## src/sv/bfcrc_pkg.sv

```systemverilog
package bfcrc_pkg;

   // crc_a preset and i-block control bytes
   localparam logic [15:0] CRC_PRESET  = 16'h6363;
   localparam logic [7:0]  IBLOCK_EVEN = 8'h02;
   localparam logic [7:0]  IBLOCK_ODD  = 8'h03;

   // positions in the request tuser field
   localparam int USER_FIRST = 0;
   localparam int USER_SETPCB = 1;

   // which result of an item is on the output
   typedef enum logic [1:0] {
      SLOT_DATA   = 2'd0,
      SLOT_CRC_LO = 2'd1,
      SLOT_CRC_HI = 2'd2
   } slot_type;

   // one byte folded into the reflected crc_a
   function automatic logic [15:0] crc_a_fold(input logic [15:0] crc, input logic [7:0] b);
      logic [7:0]  t;
      logic [15:0] t16;
      t   = b ^ crc[7:0];
      t   = t ^ {t[3:0], 4'b0000};
      t16 = {8'h00, t};
      return {8'h00, crc[15:8]} ^ (t16 << 8) ^ (t16 << 3) ^ (t16 >> 4);
   endfunction

endpackage

```

## src/sv/block_frame_crc_a_appender_core.sv

```systemverilog
// frame byte stream in, framed stream with crc_a trailer out
// req channel: one frame byte per transfer, tlast marks the final payload byte,
//    tuser[0] marks the first byte (crc restarts), tuser[1] on a first byte swaps
//    it for the i-block control byte 0x02/0x03 from a toggling block-number bit
// rsp channel: the emitted byte, then on a last byte the crc low and high bytes,
//    tlast set on the crc high byte that ends the frame
// a request byte is registered and appears on rsp in the cycle after its transfer
// throughput: one byte per cycle for payload bytes while rsp_tready stays high; a last
//    byte occupies the output register for its byte, crc low and crc high in turn;
//    the limit is the single output register
// a new request is taken in the same cycle as the final result of the previous
//    one leaves, so a stalled receiver holds back the request side directly
// reset: crc preset to 0x6363, block-number bit cleared, output empty
module block_frame_crc_a_appender_core (
   input  logic       clock,
   input  logic       reset,
   input  logic       req_tvalid,
   output logic       req_tready,
   input  logic [7:0] req_tdata,   // data_byte
   input  logic       req_tlast,   // last_byte
   input  logic [1:0] req_tuser,   // first_byte, set_block_number
   output logic       rsp_tvalid,
   input  logic       rsp_tready,
   output logic [7:0] rsp_tdata,   // out_byte
   output logic       rsp_tlast    // frame_end
);

   logic                 valid_ff, valid_in;
   bfcrc_pkg::slot_type  slot_ff, slot_in;
   logic                 has_crc_ff, has_crc_in;
   logic [7:0]           byte_ff, byte_in;
   logic [15:0]          crc_out_ff, crc_out_in;
   logic [15:0]          crc_ff, crc_in;
   logic                 toggle_ff, toggle_in;

   logic        req_xfer;
   logic        rsp_xfer;
   logic        final_shown;
   logic        first;
   logic        setpcb;
   logic [7:0]  emit_byte;
   logic [15:0] crc_base;
   logic [15:0] crc_fold;

   assign req_xfer = req_tvalid && req_tready;
   assign rsp_xfer = rsp_tvalid && rsp_tready;

   // last result of the held item is on the output
   assign final_shown = (slot_ff == bfcrc_pkg::SLOT_CRC_HI) ||
                        ((slot_ff == bfcrc_pkg::SLOT_DATA) && !has_crc_ff);
   assign req_tready  = !valid_ff || (rsp_tready && final_shown);

   // control byte substitution and crc update
   always_comb begin
      first     = req_tuser[bfcrc_pkg::USER_FIRST];
      setpcb    = req_tuser[bfcrc_pkg::USER_SETPCB];
      emit_byte = req_tdata;
      toggle_in = toggle_ff;
      if (first && setpcb) begin
         emit_byte = toggle_ff ? bfcrc_pkg::IBLOCK_ODD : bfcrc_pkg::IBLOCK_EVEN;
      end
      if (req_xfer && first && setpcb) begin
         toggle_in = !toggle_ff;
      end
      crc_base = first ? bfcrc_pkg::CRC_PRESET : crc_ff;
      crc_fold = bfcrc_pkg::crc_a_fold(crc_base, emit_byte);
      crc_in   = crc_ff;
      if (req_xfer) begin
         crc_in = req_tlast ? bfcrc_pkg::CRC_PRESET : crc_fold;
      end
   end

   // output register sequencing
   always_comb begin
      valid_in   = valid_ff;
      slot_in    = slot_ff;
      has_crc_in = has_crc_ff;
      byte_in    = byte_ff;
      crc_out_in = crc_out_ff;
      if (rsp_xfer) begin
         case (slot_ff)
            bfcrc_pkg::SLOT_DATA: begin
               if (has_crc_ff) begin
                  slot_in = bfcrc_pkg::SLOT_CRC_LO;
               end else begin
                  valid_in = 1'b0;
               end
            end
            bfcrc_pkg::SLOT_CRC_LO: begin
               slot_in = bfcrc_pkg::SLOT_CRC_HI;
            end
            default: begin
               valid_in = 1'b0;
            end
         endcase
      end
      if (req_xfer) begin
         valid_in   = 1'b1;
         slot_in    = bfcrc_pkg::SLOT_DATA;
         has_crc_in = req_tlast;
         byte_in    = emit_byte;
         crc_out_in = crc_fold;
      end
   end

   // control state
   always_ff @(posedge clock) begin
      if (reset) begin
         valid_ff   <= 1'b0;
         slot_ff    <= bfcrc_pkg::SLOT_DATA;
         has_crc_ff <= 1'b0;
         crc_ff     <= bfcrc_pkg::CRC_PRESET;
         toggle_ff  <= 1'b0;
      end else begin
         valid_ff   <= valid_in;
         slot_ff    <= slot_in;
         has_crc_ff <= has_crc_in;
         crc_ff     <= crc_in;
         toggle_ff  <= toggle_in;
      end
   end

   // payload
   always_ff @(posedge clock) begin
      byte_ff    <= byte_in;
      crc_out_ff <= crc_out_in;
   end

   // result selection
   always_comb begin
      case (slot_ff)
         bfcrc_pkg::SLOT_DATA:   rsp_tdata = byte_ff;
         bfcrc_pkg::SLOT_CRC_LO: rsp_tdata = crc_out_ff[7:0];
         default:                rsp_tdata = crc_out_ff[15:8];
      endcase
   end
   assign rsp_tvalid = valid_ff;
   assign rsp_tlast  = (slot_ff == bfcrc_pkg::SLOT_CRC_HI);

   // frame end is flagged only on the crc high byte
   a_end_on_hi: assert property (@(posedge clock) disable iff (reset)
      rsp_tvalid && rsp_tlast |-> has_crc_ff)
      else $error("frame end without a crc trailer");

   // a last byte brings its trailer with it
   a_last_loads_trailer: assert property (@(posedge clock) disable iff (reset)
      req_xfer && req_tlast |=> rsp_tvalid && has_crc_ff &&
                                (slot_ff == bfcrc_pkg::SLOT_DATA))
      else $error("trailer not scheduled after last byte");

   // no request is taken while pending results cannot leave
   a_no_overrun: assert property (@(posedge clock) disable iff (reset)
      req_xfer && rsp_tvalid |-> rsp_tready && final_shown)
      else $error("request taken over pending results");

   // crc low is always followed by crc high
   a_lo_then_hi: assert property (@(posedge clock) disable iff (reset)
      rsp_xfer && (slot_ff == bfcrc_pkg::SLOT_CRC_LO) |=>
         rsp_tvalid && (slot_ff == bfcrc_pkg::SLOT_CRC_HI))
      else $error("crc high byte missing");

   // crc register is back at preset after a frame ends
   a_crc_preset: assert property (@(posedge clock) disable iff (reset)
      req_xfer && req_tlast |=> crc_ff == bfcrc_pkg::CRC_PRESET)
      else $error("crc not preset after frame");

endmodule
```

## config.mk

```make
export PLATFORM = sky130hd
export DESIGN_NAME = block_frame_crc_a_appender_core
export DESIGN_NICKNAME = d
export VERILOG_FILES = /design/src/sv/bfcrc_pkg.sv /design/src/sv/block_frame_crc_a_appender_core.sv
export SDC_FILE = /design/constraint.sdc
export NUM_CORES = 1
export LEC_CHECK = 0
export BUFFER_PORTS_ARGS = -buffer_cell sky130_fd_sc_hd__buf_4
export CAP_MARGIN = 20
export CORE_ASPECT_RATIO = 1.5
export CORE_MARGIN = 4
export CORE_UTILIZATION = 55
export DETAILED_ROUTE_END_ITERATION = 8
export MAX_ROUTING_LAYER = met4
export PLACE_DENSITY = 0.76
export SYNTH_ARGS = -nofsm -noshare
export SYNTH_HDL_FRONTEND = slang
export SYNTH_SLANG_ARGS = --single-unit
```

## constraint.sdc

```tcl
create_clock -name clock -period 2.1 [get_ports clock]
set_input_delay 0.42 -clock clock [delete_from_list [all_inputs] [get_ports clock]]
set_output_delay 0.42 -clock clock [all_outputs]
set_load 0.005 [all_outputs]
```

# Word level (Yosys, flattened, before mapping)
# Index checks and enable logic that the tools add are counted.
# W data, S select, Z words.
dict set report word_totals {
  ff_bits 45
  input_bits 15
}
dict set report classes {
  bitwise_logic 5
  n_eq_ne 5
  reduce_logical 18
  mux 11
}
# operator n
set ops {}
lappend ops {{$mux W16} 2}
lappend ops {{$pmux W8 S2} 1}
lappend ops {{$xor A16 B11 Y16} 1}
lappend ops {{$xor A16 B4 Y16} 1}
lappend ops {{$xor A8 B16 Y16} 1}
lappend ops {{$xor A8 B8 Y8} 2}
lappend ops {{$mux W8} 1}
lappend ops {{$logic_and A1 B1 Y1} 7}
lappend ops {{$reduce_and A3 Y1} 2}
lappend ops {{$mux W1} 4}
lappend ops {{$ne A2 B2 Y1 const B} 2}
lappend ops {{$pmux W2 S2} 1}
lappend ops {{$reduce_bool A2 Y1} 2}
lappend ops {{$logic_not A1 Y1} 3}
lappend ops {{$ne A3 B3 Y1 const B} 1}
lappend ops {{$eq A2 B1 Y1 const B} 1}
lappend ops {{$eq A2 B2 Y1 const B} 1}
lappend ops {{$logic_not A2 Y1} 1}
lappend ops {{$logic_or A1 B1 Y1} 2}
lappend ops {{$mux W2} 1}
lappend ops {{$pmux W1 S2} 1}
lappend ops {{$reduce_or A2 Y1} 1}

# Longest topological paths before layout
# Gate-level depths: netlist of the first run.
dict set report logic_depth {
  ltp_word 8
  mapped_depth 7
}

# Least setup slack after synthesis of the first run
# OpenSTA, ideal clock, no wires.
dict set report synth_timing {
  path_type {register -> register}
  start {register slot_ff[0]}
  end {register crc_ff[15]}
  period_less_slack_ps 1805
  path_stages_with_launch 8
  t_arrival_ps 1688
  setup_ps 117
  slack_ps 295
  path_cell_list {dfxtp_1 > nand2b_1 > o21ai_1 > nand2_1 > inv_2 > buf_2 > nor2_2 > a22o_1}
}
dict set report synth_via {
  elab_chain_cells 6
  word_cells_on_any_way 7
}
# item line
set synth_rtl {}
lappend synth_rtl {{from (decl)} block_frame_crc_a_appender_core.sv:29} ;# bfcrc_pkg::slot_type slot_ff, slot_in;
lappend synth_rtl {{from (signal assigned)} block_frame_crc_a_appender_core.sv:110} ;# slot_ff <= bfcrc_pkg::SLOT_DATA;
lappend synth_rtl {{from (signal assigned)} block_frame_crc_a_appender_core.sv:116} ;# slot_ff <= slot_in;
lappend synth_rtl {{$logic_not A2 Y1} block_frame_crc_a_appender_core.sv:50} ;# ((slot_ff == bfcrc_pkg::SLOT_DATA) && !has_crc_ff);
lappend synth_rtl {{$logic_and A1 B1 Y1} block_frame_crc_a_appender_core.sv:50}
lappend synth_rtl {{$logic_or A1 B1 Y1 *} block_frame_crc_a_appender_core.sv:49} ;# assign final_shown = (slot_ff == bfcrc_pkg::SLOT_CRC_HI) ||
lappend synth_rtl {{$logic_and A1 B1 Y1 *} block_frame_crc_a_appender_core.sv:51} ;# assign req_tready = !valid_ff || (rsp_tready && final_shown);
lappend synth_rtl {{$logic_or A1 B1 Y1 *} block_frame_crc_a_appender_core.sv:51}
lappend synth_rtl {{via req_tready} block_frame_crc_a_appender_core.sv:18} ;# output logic req_tready,
lappend synth_rtl {{$logic_and A1 B1 Y1 *} block_frame_crc_a_appender_core.sv:45} ;# assign req_xfer = req_tvalid && req_tready;
lappend synth_rtl {{via req_xfer} block_frame_crc_a_appender_core.sv:36} ;# logic req_xfer;
lappend synth_rtl {{to (signal assigned)} block_frame_crc_a_appender_core.sv:112} ;# crc_ff <= bfcrc_pkg::CRC_PRESET;
lappend synth_rtl {{to (signal assigned)} block_frame_crc_a_appender_core.sv:118} ;# crc_ff <= crc_in;
lappend synth_rtl {{to (decl)} block_frame_crc_a_appender_core.sv:33} ;# logic [15:0] crc_ff, crc_in;
# The timed path passes the listed nets; every way through them passes the cells marked *.
# A chain may end at the register's enable or synchronous reset.

# Final worst setup path of the first run
dict set report layout_timing {
  start {register slot_ff[0]}
  end {output rsp_tdata[2]}
}
dict set report layout_via {
  elab_chain_cells 2
  word_cells_on_any_way 3
}
# item line
set layout_rtl {}
lappend layout_rtl {{$eq A2 B1 Y1 / $logic_not A2 Y1 (equally long branches)} block_frame_crc_a_appender_core.sv:131} ;# case (slot_ff)
lappend layout_rtl {{$pmux W8 S2 *} block_frame_crc_a_appender_core.sv:131}
lappend layout_rtl {{to (decl)} block_frame_crc_a_appender_core.sv:24} ;# output logic [7:0] rsp_tdata,
# Mark *: on every way between the ends. The rest lies on a longest branch, timed or not.

==> results of run 1 <==
cells by family (layout without fill, tap and decap cells):
group / count (synthesis) / count (layout) / synth area share (%)
and+or+nand+nor: 70 / 70 / 15.0
DFF: 45 / 45 / 51.7
AOI/OAI and AO/OA: 41 / 41 / 13.9
xor gates and xnor gates: 22 / 22 / 9.41
buffers and inverters: 17 / 48 / 3.40
muxes: 12 / 12 / 6.63
cell type report:
cell class | count | share of cell area, %
sequential | 45 | 44.6
multi-input combinational | 145 | 38.8
timing repair buffer | 31 | 9.59
clock buffer | 5 | 2.69
tap | 43 | 2.10
inverter | 9 | 1.32
clock inverter | 3 | 0.881
routing by layer:
layer / wire [um] / vias up
li1: - / 787
met1: 1980 / 782
met2: 2350 / 52
met3: 273 / 10
met4: 92 / 0
met5: 0 / -
through the flow:
step,hold WS (ps),std cells,power [mW]
final,344,281,1.96
after global routing,325,281,2.06
after CTS,337,281,1.97
after detailed placement,454,273,1.45
after global placement,448,273,1.43
after floorplan,435,207,1.31
worst min-delay path by stage:
| stage | startpoint | slack [ps] | endpoint |
|---|---|---|---|
| 3_3_place_gp | crc_ff[15] | 450 | crc_ff[15] |
| 4_1_cts | rsp_tready | 340 | rsp_tvalid |
| 3_5_place_dp | crc_ff[15] | 450 | crc_ff[15] |
| 5_1_grt | rsp_tready | 320 | rsp_tvalid |
| 2_1_floorplan | crc_ff[15] | 430 | crc_ff[15] |
| 6_report | rsp_tready | 340 | rsp_tvalid |
registers in the layout, indices dropped and copies added (netlist names):
signal and count:
crc_out_ff 16, toggle_ff 1, has_crc_ff 1, crc_ff 16, byte_ff 8, slot_ff 2, rsp_tvalid 1
where the power goes:
part | total (mW) | switching [mW] | internal (mW)
clock | 0.530 | 0.296 | 0.233
combinational | 0.366 | 0.207 | 0.158
sequential | 1.06 | 0.0387 | 1.02
cell usage in the layout (no fill, tap or decap), types with 2 or more instances in the layout:
cell type,synthesis,layout
mux2i_4,2,2
a22o_1,8,8
nand2b_1,4,4
or3_1,2,2
nor3_1,2,2
dfxtp_1,21,21
nor2b_1,4,4
o22ai_1,2,2
xor2_2,2,2
inv_1,7,7
nand3_1,7,7
nor2_1,10,10
xnor2_1,13,13
mux2i_1,9,9
nand2_1,32,32
o211ai_1,4,4
inv_2,2,2
clkbuf_8,0,5
a211oi_1,3,3
a21oi_1,2,2
o21ai_0,11,11
clkinvlp_4,0,3
and2_1,4,4
buf_4,0,30
edfxtp_1,24,24
xor2_1,7,7
worst register-to-register path, cell delays in order, from the launching register on:
cell,delay [ps]
dfxtp_1,340
nor2b_1,140
o21ai_1,220
nand2_1,140
buf_4,200
nor3_2,420
a22o_1,240
==> impl_metrics.ini, run 1 <==
[run_status]
status = complete, no violations

[die]
start_util_pct = 58.3
design.die.area_mm2 = 0.00511
std_cell_rows = 27
coreArea_mm2 = 0.00378
fp.dieW_um = 59.7
io_pins = 26
die_y_um = 85.6

[global_route]
grt_pass1_wl_um = 8040
grt_overflow_total = 0
gr-usage-met2_pct = 33.7
grt_pass1_vias = 1679
grt_busiest_layer = met2
antenna_found_initial = 0
groute.usage.overall_pct = 21.3
use_met3_pct = 4.82
use_met1_pct = 26.3
grt_max_degree = 23

[cts]
clk_pin_slew_worst_paths_ps = 80
cts_max_level = 2
clock_latency_ps = 300
tritoncts = yes
postCtsHoldBufs = 0
ctsResizeCount = 0
clk_path_buf_depth = 2
cts_setup_buffers = 0
clock_sink_count = 45
root_buffer = clkbuf_8
cts_buffers = 5

[logic_synthesis]
synthArstFlopShare_pct = 0
synthCells = 207
yosysSeqAreaShare_pct = 51.7
synth_area_leaders = edfxtp_1 (33%), dfxtp_1 (19%), nand2_1 (5.4%)
ys.flop_type = edfxtp_1
netlist_top_cells_count = nand2_1 (32), edfxtp_1 (24), dfxtp_1 (21)
synth.most_common_cell = nand2_1
synth_largest_area_cell = edfxtp_1
syn-num-nets = 222
synth-seq-cells = 45
yosys_warnings = 0
syn_area_per_cell_um2 = 10.7
synth_edf_count = 24
synth_top_area_share_pct = 32.7
synthDistinctLibCells = 44
synth_area_mm2 = 0.00221

[worst_hold_path]
min_path_cells = 2
hold_class = in2reg

[placed_design]
dpl_cell_area_mm2 = 0.00246
dpl.hpwl_um = 3570
place_congestion = 0.866
port_buffers = 25
place_ws_ps = 168

[drt]
drc_errors = 0
first_pass_iters = 4
wl_um = 4700
drtAntennaViolNets = 0
vias = 1631
routed_via_density = 5.80
post_drt_wl_per_cell_um = 16.7
drtIter0Drc = 171

[power]
peakVddDrop_v = 0.000631
p_leak_nw = 0.957
p_per_area_mw_per_mm2 = 766

[setup_path]
crit_end = rsp_tdata[2]
slowest_stage = dfxtp_1
critPathBufInv = 2
reg2reg_depth = 6
worstReg2RegEnd = crc_ff[12]
worstSetupPathDepth = 4
r2r_start = has_crc_ff
r2r_slack_ps = 350
endpoint_kind = primary output
cp_top_family = buffers and inverters
crit_fanout = 14
cp-startpoint = slot_ff[0]
worstPathArrival_ps = 1340
cpMostUsedCell = buf_4
critPathKind = reg2out
cp_cell_sequence = buf_4 > mux2i_1 > o21ai_0 > buf_4
crit_path_max_incr_delay_ps = 340
cp_data_required_time_ps = 1680
worst_setup_path_start_kind = register

[cells_and_area]
multi_input_area_um2 = 991
antenna_cells = 0
area.growth.synth_to_final_pct = 15.8
fill_cells = 310
final_area_mm2 = 0.00256
drive_gt1_share_pct = 23.1
seq_area_mm2 = 0.00114
nets = 252
finish.utilization_pct = 67.6

[sta]
worst_pin_slew_ps = 529
maxSlewHeadroom_pct = 64.5
fin_setup_tns_ps = 0
maxSlewViolCount = 0
finalHoldViolCount = 0
fin_ws_ps = 335
min_period_over_period_pct = 84.0
setup_violations = 0
clock.fmax_ghz = 0.567
fin_skew_ps = 7.87
rsz0062_at_grt = false
fin_crit_ps = 1760

[job]
max-cap-violations = 0
No activity file was read; power rests on OpenSTA's default activity.
==> run 2, diff against run 1 <==
--- a/config.mk
+++ b/config.mk
@@ -5,11 +5,12 @@
 export SDC_FILE = /design/constraint.sdc
 export NUM_CORES = 1
 export LEC_CHECK = 0
+export ABC_AREA = 1
 export BUFFER_PORTS_ARGS = -buffer_cell sky130_fd_sc_hd__buf_4
 export CAP_MARGIN = 20
 export CORE_ASPECT_RATIO = 1.5
 export CORE_MARGIN = 4
-export CORE_UTILIZATION = 55
+export CORE_UTILIZATION = 53
 export DETAILED_ROUTE_END_ITERATION = 8
 export MAX_ROUTING_LAYER = met4
 export PLACE_DENSITY = 0.76
==> constraint.sdc (replaced) <==
create_clock -name clock -period 1.52 [get_ports clock]
set_input_delay 0.304 -clock clock [delete_from_list [all_inputs] [get_ports clock]]
set_output_delay 0.304 -clock clock [all_outputs]
set_load 0.005 [all_outputs]
==> impl_metrics.ini, run 2 <==
[run_status]
status = finished, violations left
violations = setup timing

[setup_path]
cpMostUsedCell = buf_6
cp_top_family = buffers and inverters
endpoint_kind = primary output
crit_path_max_incr_delay_ps = 330
slowest_stage = dfxtp_2
cp_cell_sequence = buf_6 > nor2_4 > buf_6 > nand2_1 > nand3_1 > buf_4
critPathBufInv = 3
worst_setup_path_start_kind = register
critPathKind = reg2out
worstPathArrival_ps = 1220
cp_data_required_time_ps = 1220
crit_fanout = 5

[power]
power.share.clock_pct = 29.7
internal_power_mw = 2.20
p_sw_share_pct = 27.6
comb_power_share_pct = 22.6
p_leak_nw = 1.57
power.switching_mw = 0.837
power_frac_seq_pct = 47.7
peakVddDrop_v = 0.000596
p_per_area_mw_per_mm2 = 923

[die]
std_cell_rows = 30
io_pins = 26
design.die.area_mm2 = 0.00588
fp.dieW_um = 64.0
die_y_um = 92.0
coreArea_mm2 = 0.00454
start_util_pct = 54.8

[cts]
cts_buffers = 5
root_buffer = clkbuf_8
cts_max_level = 2
clock_sink_count = 45
clk_pin_slew_worst_paths_ps = 80
clk_path_buf_depth = 2
clock_latency_ps = 310
tritoncts = yes

[drt]
highest_layer = met4
routed_via_density = 4.97
vias = 2256
wirelength_met1_um = 2290
met2WireLength_um = 3210
dr_wl_met3_um = 170
first_pass_iters = 5
drc_errors = 0
wl_um = 5910
post_drt_wl_per_cell_um = 13.0
drtIter0Drc = 51
drtAntennaViolNets = 0

[global_route]
grt_pass1_vias = 2112
groute.usage.overall_pct = 21.8
grt_pass1_wl_um = 9540
antenna_found_initial = 0
grt_max_degree = 31
grt_overflow_total = 0

[cells_and_area]
fin_cells = 454
nets = 404
drive_gt1_share_pct = 34.6
largestRegisters = crc_ff (16), crc_out_ff (16), byte_ff (8)
antenna_cells = 0
final_common_cell = nand2_1
seq_area_mm2 = 0.00115
multi_input_area_mm2 = 0.00122
fill_cells = 364
area.growth.synth_to_final_pct = 32.1
final_cell_mix = nand2_1 (99), buf_4 (60), inv_1 (31)

[sta]
maxSlewHeadroom_pct = 76.5
maxSlewViolCount = 0
worst_pin_slew_ps = 351
clock.fmax_ghz = 0.655
min_period_over_period_pct = 100
fin_skew_ps = 12.1
fin_setup_tns_ps = -8.95
finalHoldViolCount = 0
fin_crit_ps = 1530
setup_violations = 2
fin_ws_ps = -6.68
rsz0062_at_grt = true

[logic_synthesis]
synth_adder_area_share_pct = 0
synthDistinctLibCells = 30
synth-seq-cells = 45
synth_top_area_share_pct = 28.9
synth_area_mm2 = 0.00249
synth-simple-area-share_pct = 39.4
synthArstFlopShare_pct = 0
synth_compound_area_share_pct = 4.27
synthXorXnorAreaFrac_pct = 1.71
synth_area_leaders = edfxtp_1 (29%), dfxtp_1 (17%), nand2_1 (17%)
synth.most_common_cell = nand2_1
netlist_top_cells_count = nand2_1 (110), nand3_1 (35), inv_1 (34)
ys.flop_type = edfxtp_1
yosys_warnings = 0
synthCells = 319
syn_area_per_cell_um2 = 7.81
synth_edf_count = 24
synth_largest_area_cell = edfxtp_1
synth_top_family_by_area = simple AND/OR/NAND/NOR gates
syn-num-nets = 334
muxShareOfSynthArea_pct = 0
yosysSeqAreaShare_pct = 45.8

[placed_design]
place_congestion = 0.897
port_buffers = 25
dpl.hpwl_um = 4440
dp_cells = 439

[job]
max-cap-violations = 0

[worst_hold_path]
hold_class = in2reg
-- run 2: cell types whose count changed after synthesis, sizes merged, moves of 8 or more --
cell   delta
inv      +28
nor2     +17
nand3    +32
nand2    +98
a22o      -8
mux2i    -11
xnor2    -11
-- run 2: metrics by stage --
stage	area [um^2]	hold slack (ps)	setup WS (ps)	util, %	power, mW
global placement	3000	439	-63.1	66.1	2.11
detailed placement	3000	443	-88.0	66.1	2.13
global route	3290	215	-69.1	72.5	3.18
finish	3290	218	-6.68	72.5	3.04
floorplan	2490	373	94.7	-	1.84
CTS	3180	214	-25.3	70.1	3.02
-- run 2: worst paths after layout --
path                    from      endpoint  slack [ps]  depth (start not counted)
setup reg to reg  slot_ff[1]     crc_ff[3]          70                         10
setup / recovery  slot_ff[1]  rsp_tdata[6]          -7                          6
hold / removal         reset    rsp_tvalid         220                          2
hold reg to reg   crc_ff[10]    crc_ff[10]         470                          2
-- run 2: logic make-up after synthesis --
family,after synthesis
flip-flops,45
AND/OR/NAND/NOR,208
buffers and inverters,44
XOR/XNOR,4
AO/OA/AOI/OAI,18
-- run 2: power by group through the flow --
stage                     clock, mW  sequential, mW  combinational (mW)
after floorplan                   0            1.46               0.382
after global placement            0            1.47               0.637
after detailed placement          0            1.47               0.653
after CTS                     0.917            1.45               0.660
after global routing          0.963            1.46               0.760
final                         0.901            1.45               0.687
-- run 2: final cells by class --
class                   instances  area share, %
clock inverters                 3           1.25
inverters                      37           4.41
flip-flops and latches         45           34.9
clock buffers                   5           2.09
well taps                      64           2.43
repair buffers                 70           17.9
multi-input cells             230           37.1
-- run 2: what timing repair did --
action / 4_1_cts / 5_1_grt
setup endpoints to repair: 8 / 49
endpoints found under the hold margin: 0 / 0
hold buffers: 0 / 0
cloned: 1 / 0
gates resized for setup: 10 / 30
setup buffers: 5 / 1
pin swaps: 0 / 6
-- run 2: per-layer routing --
layer  vias to the layer above  global-route usage [%]
met5                         -                       -
met4                         0                    8.83
met3                        22                    3.43
met2                        51                    38.6
met1                      1017                    24.0
li1                       1166                       -
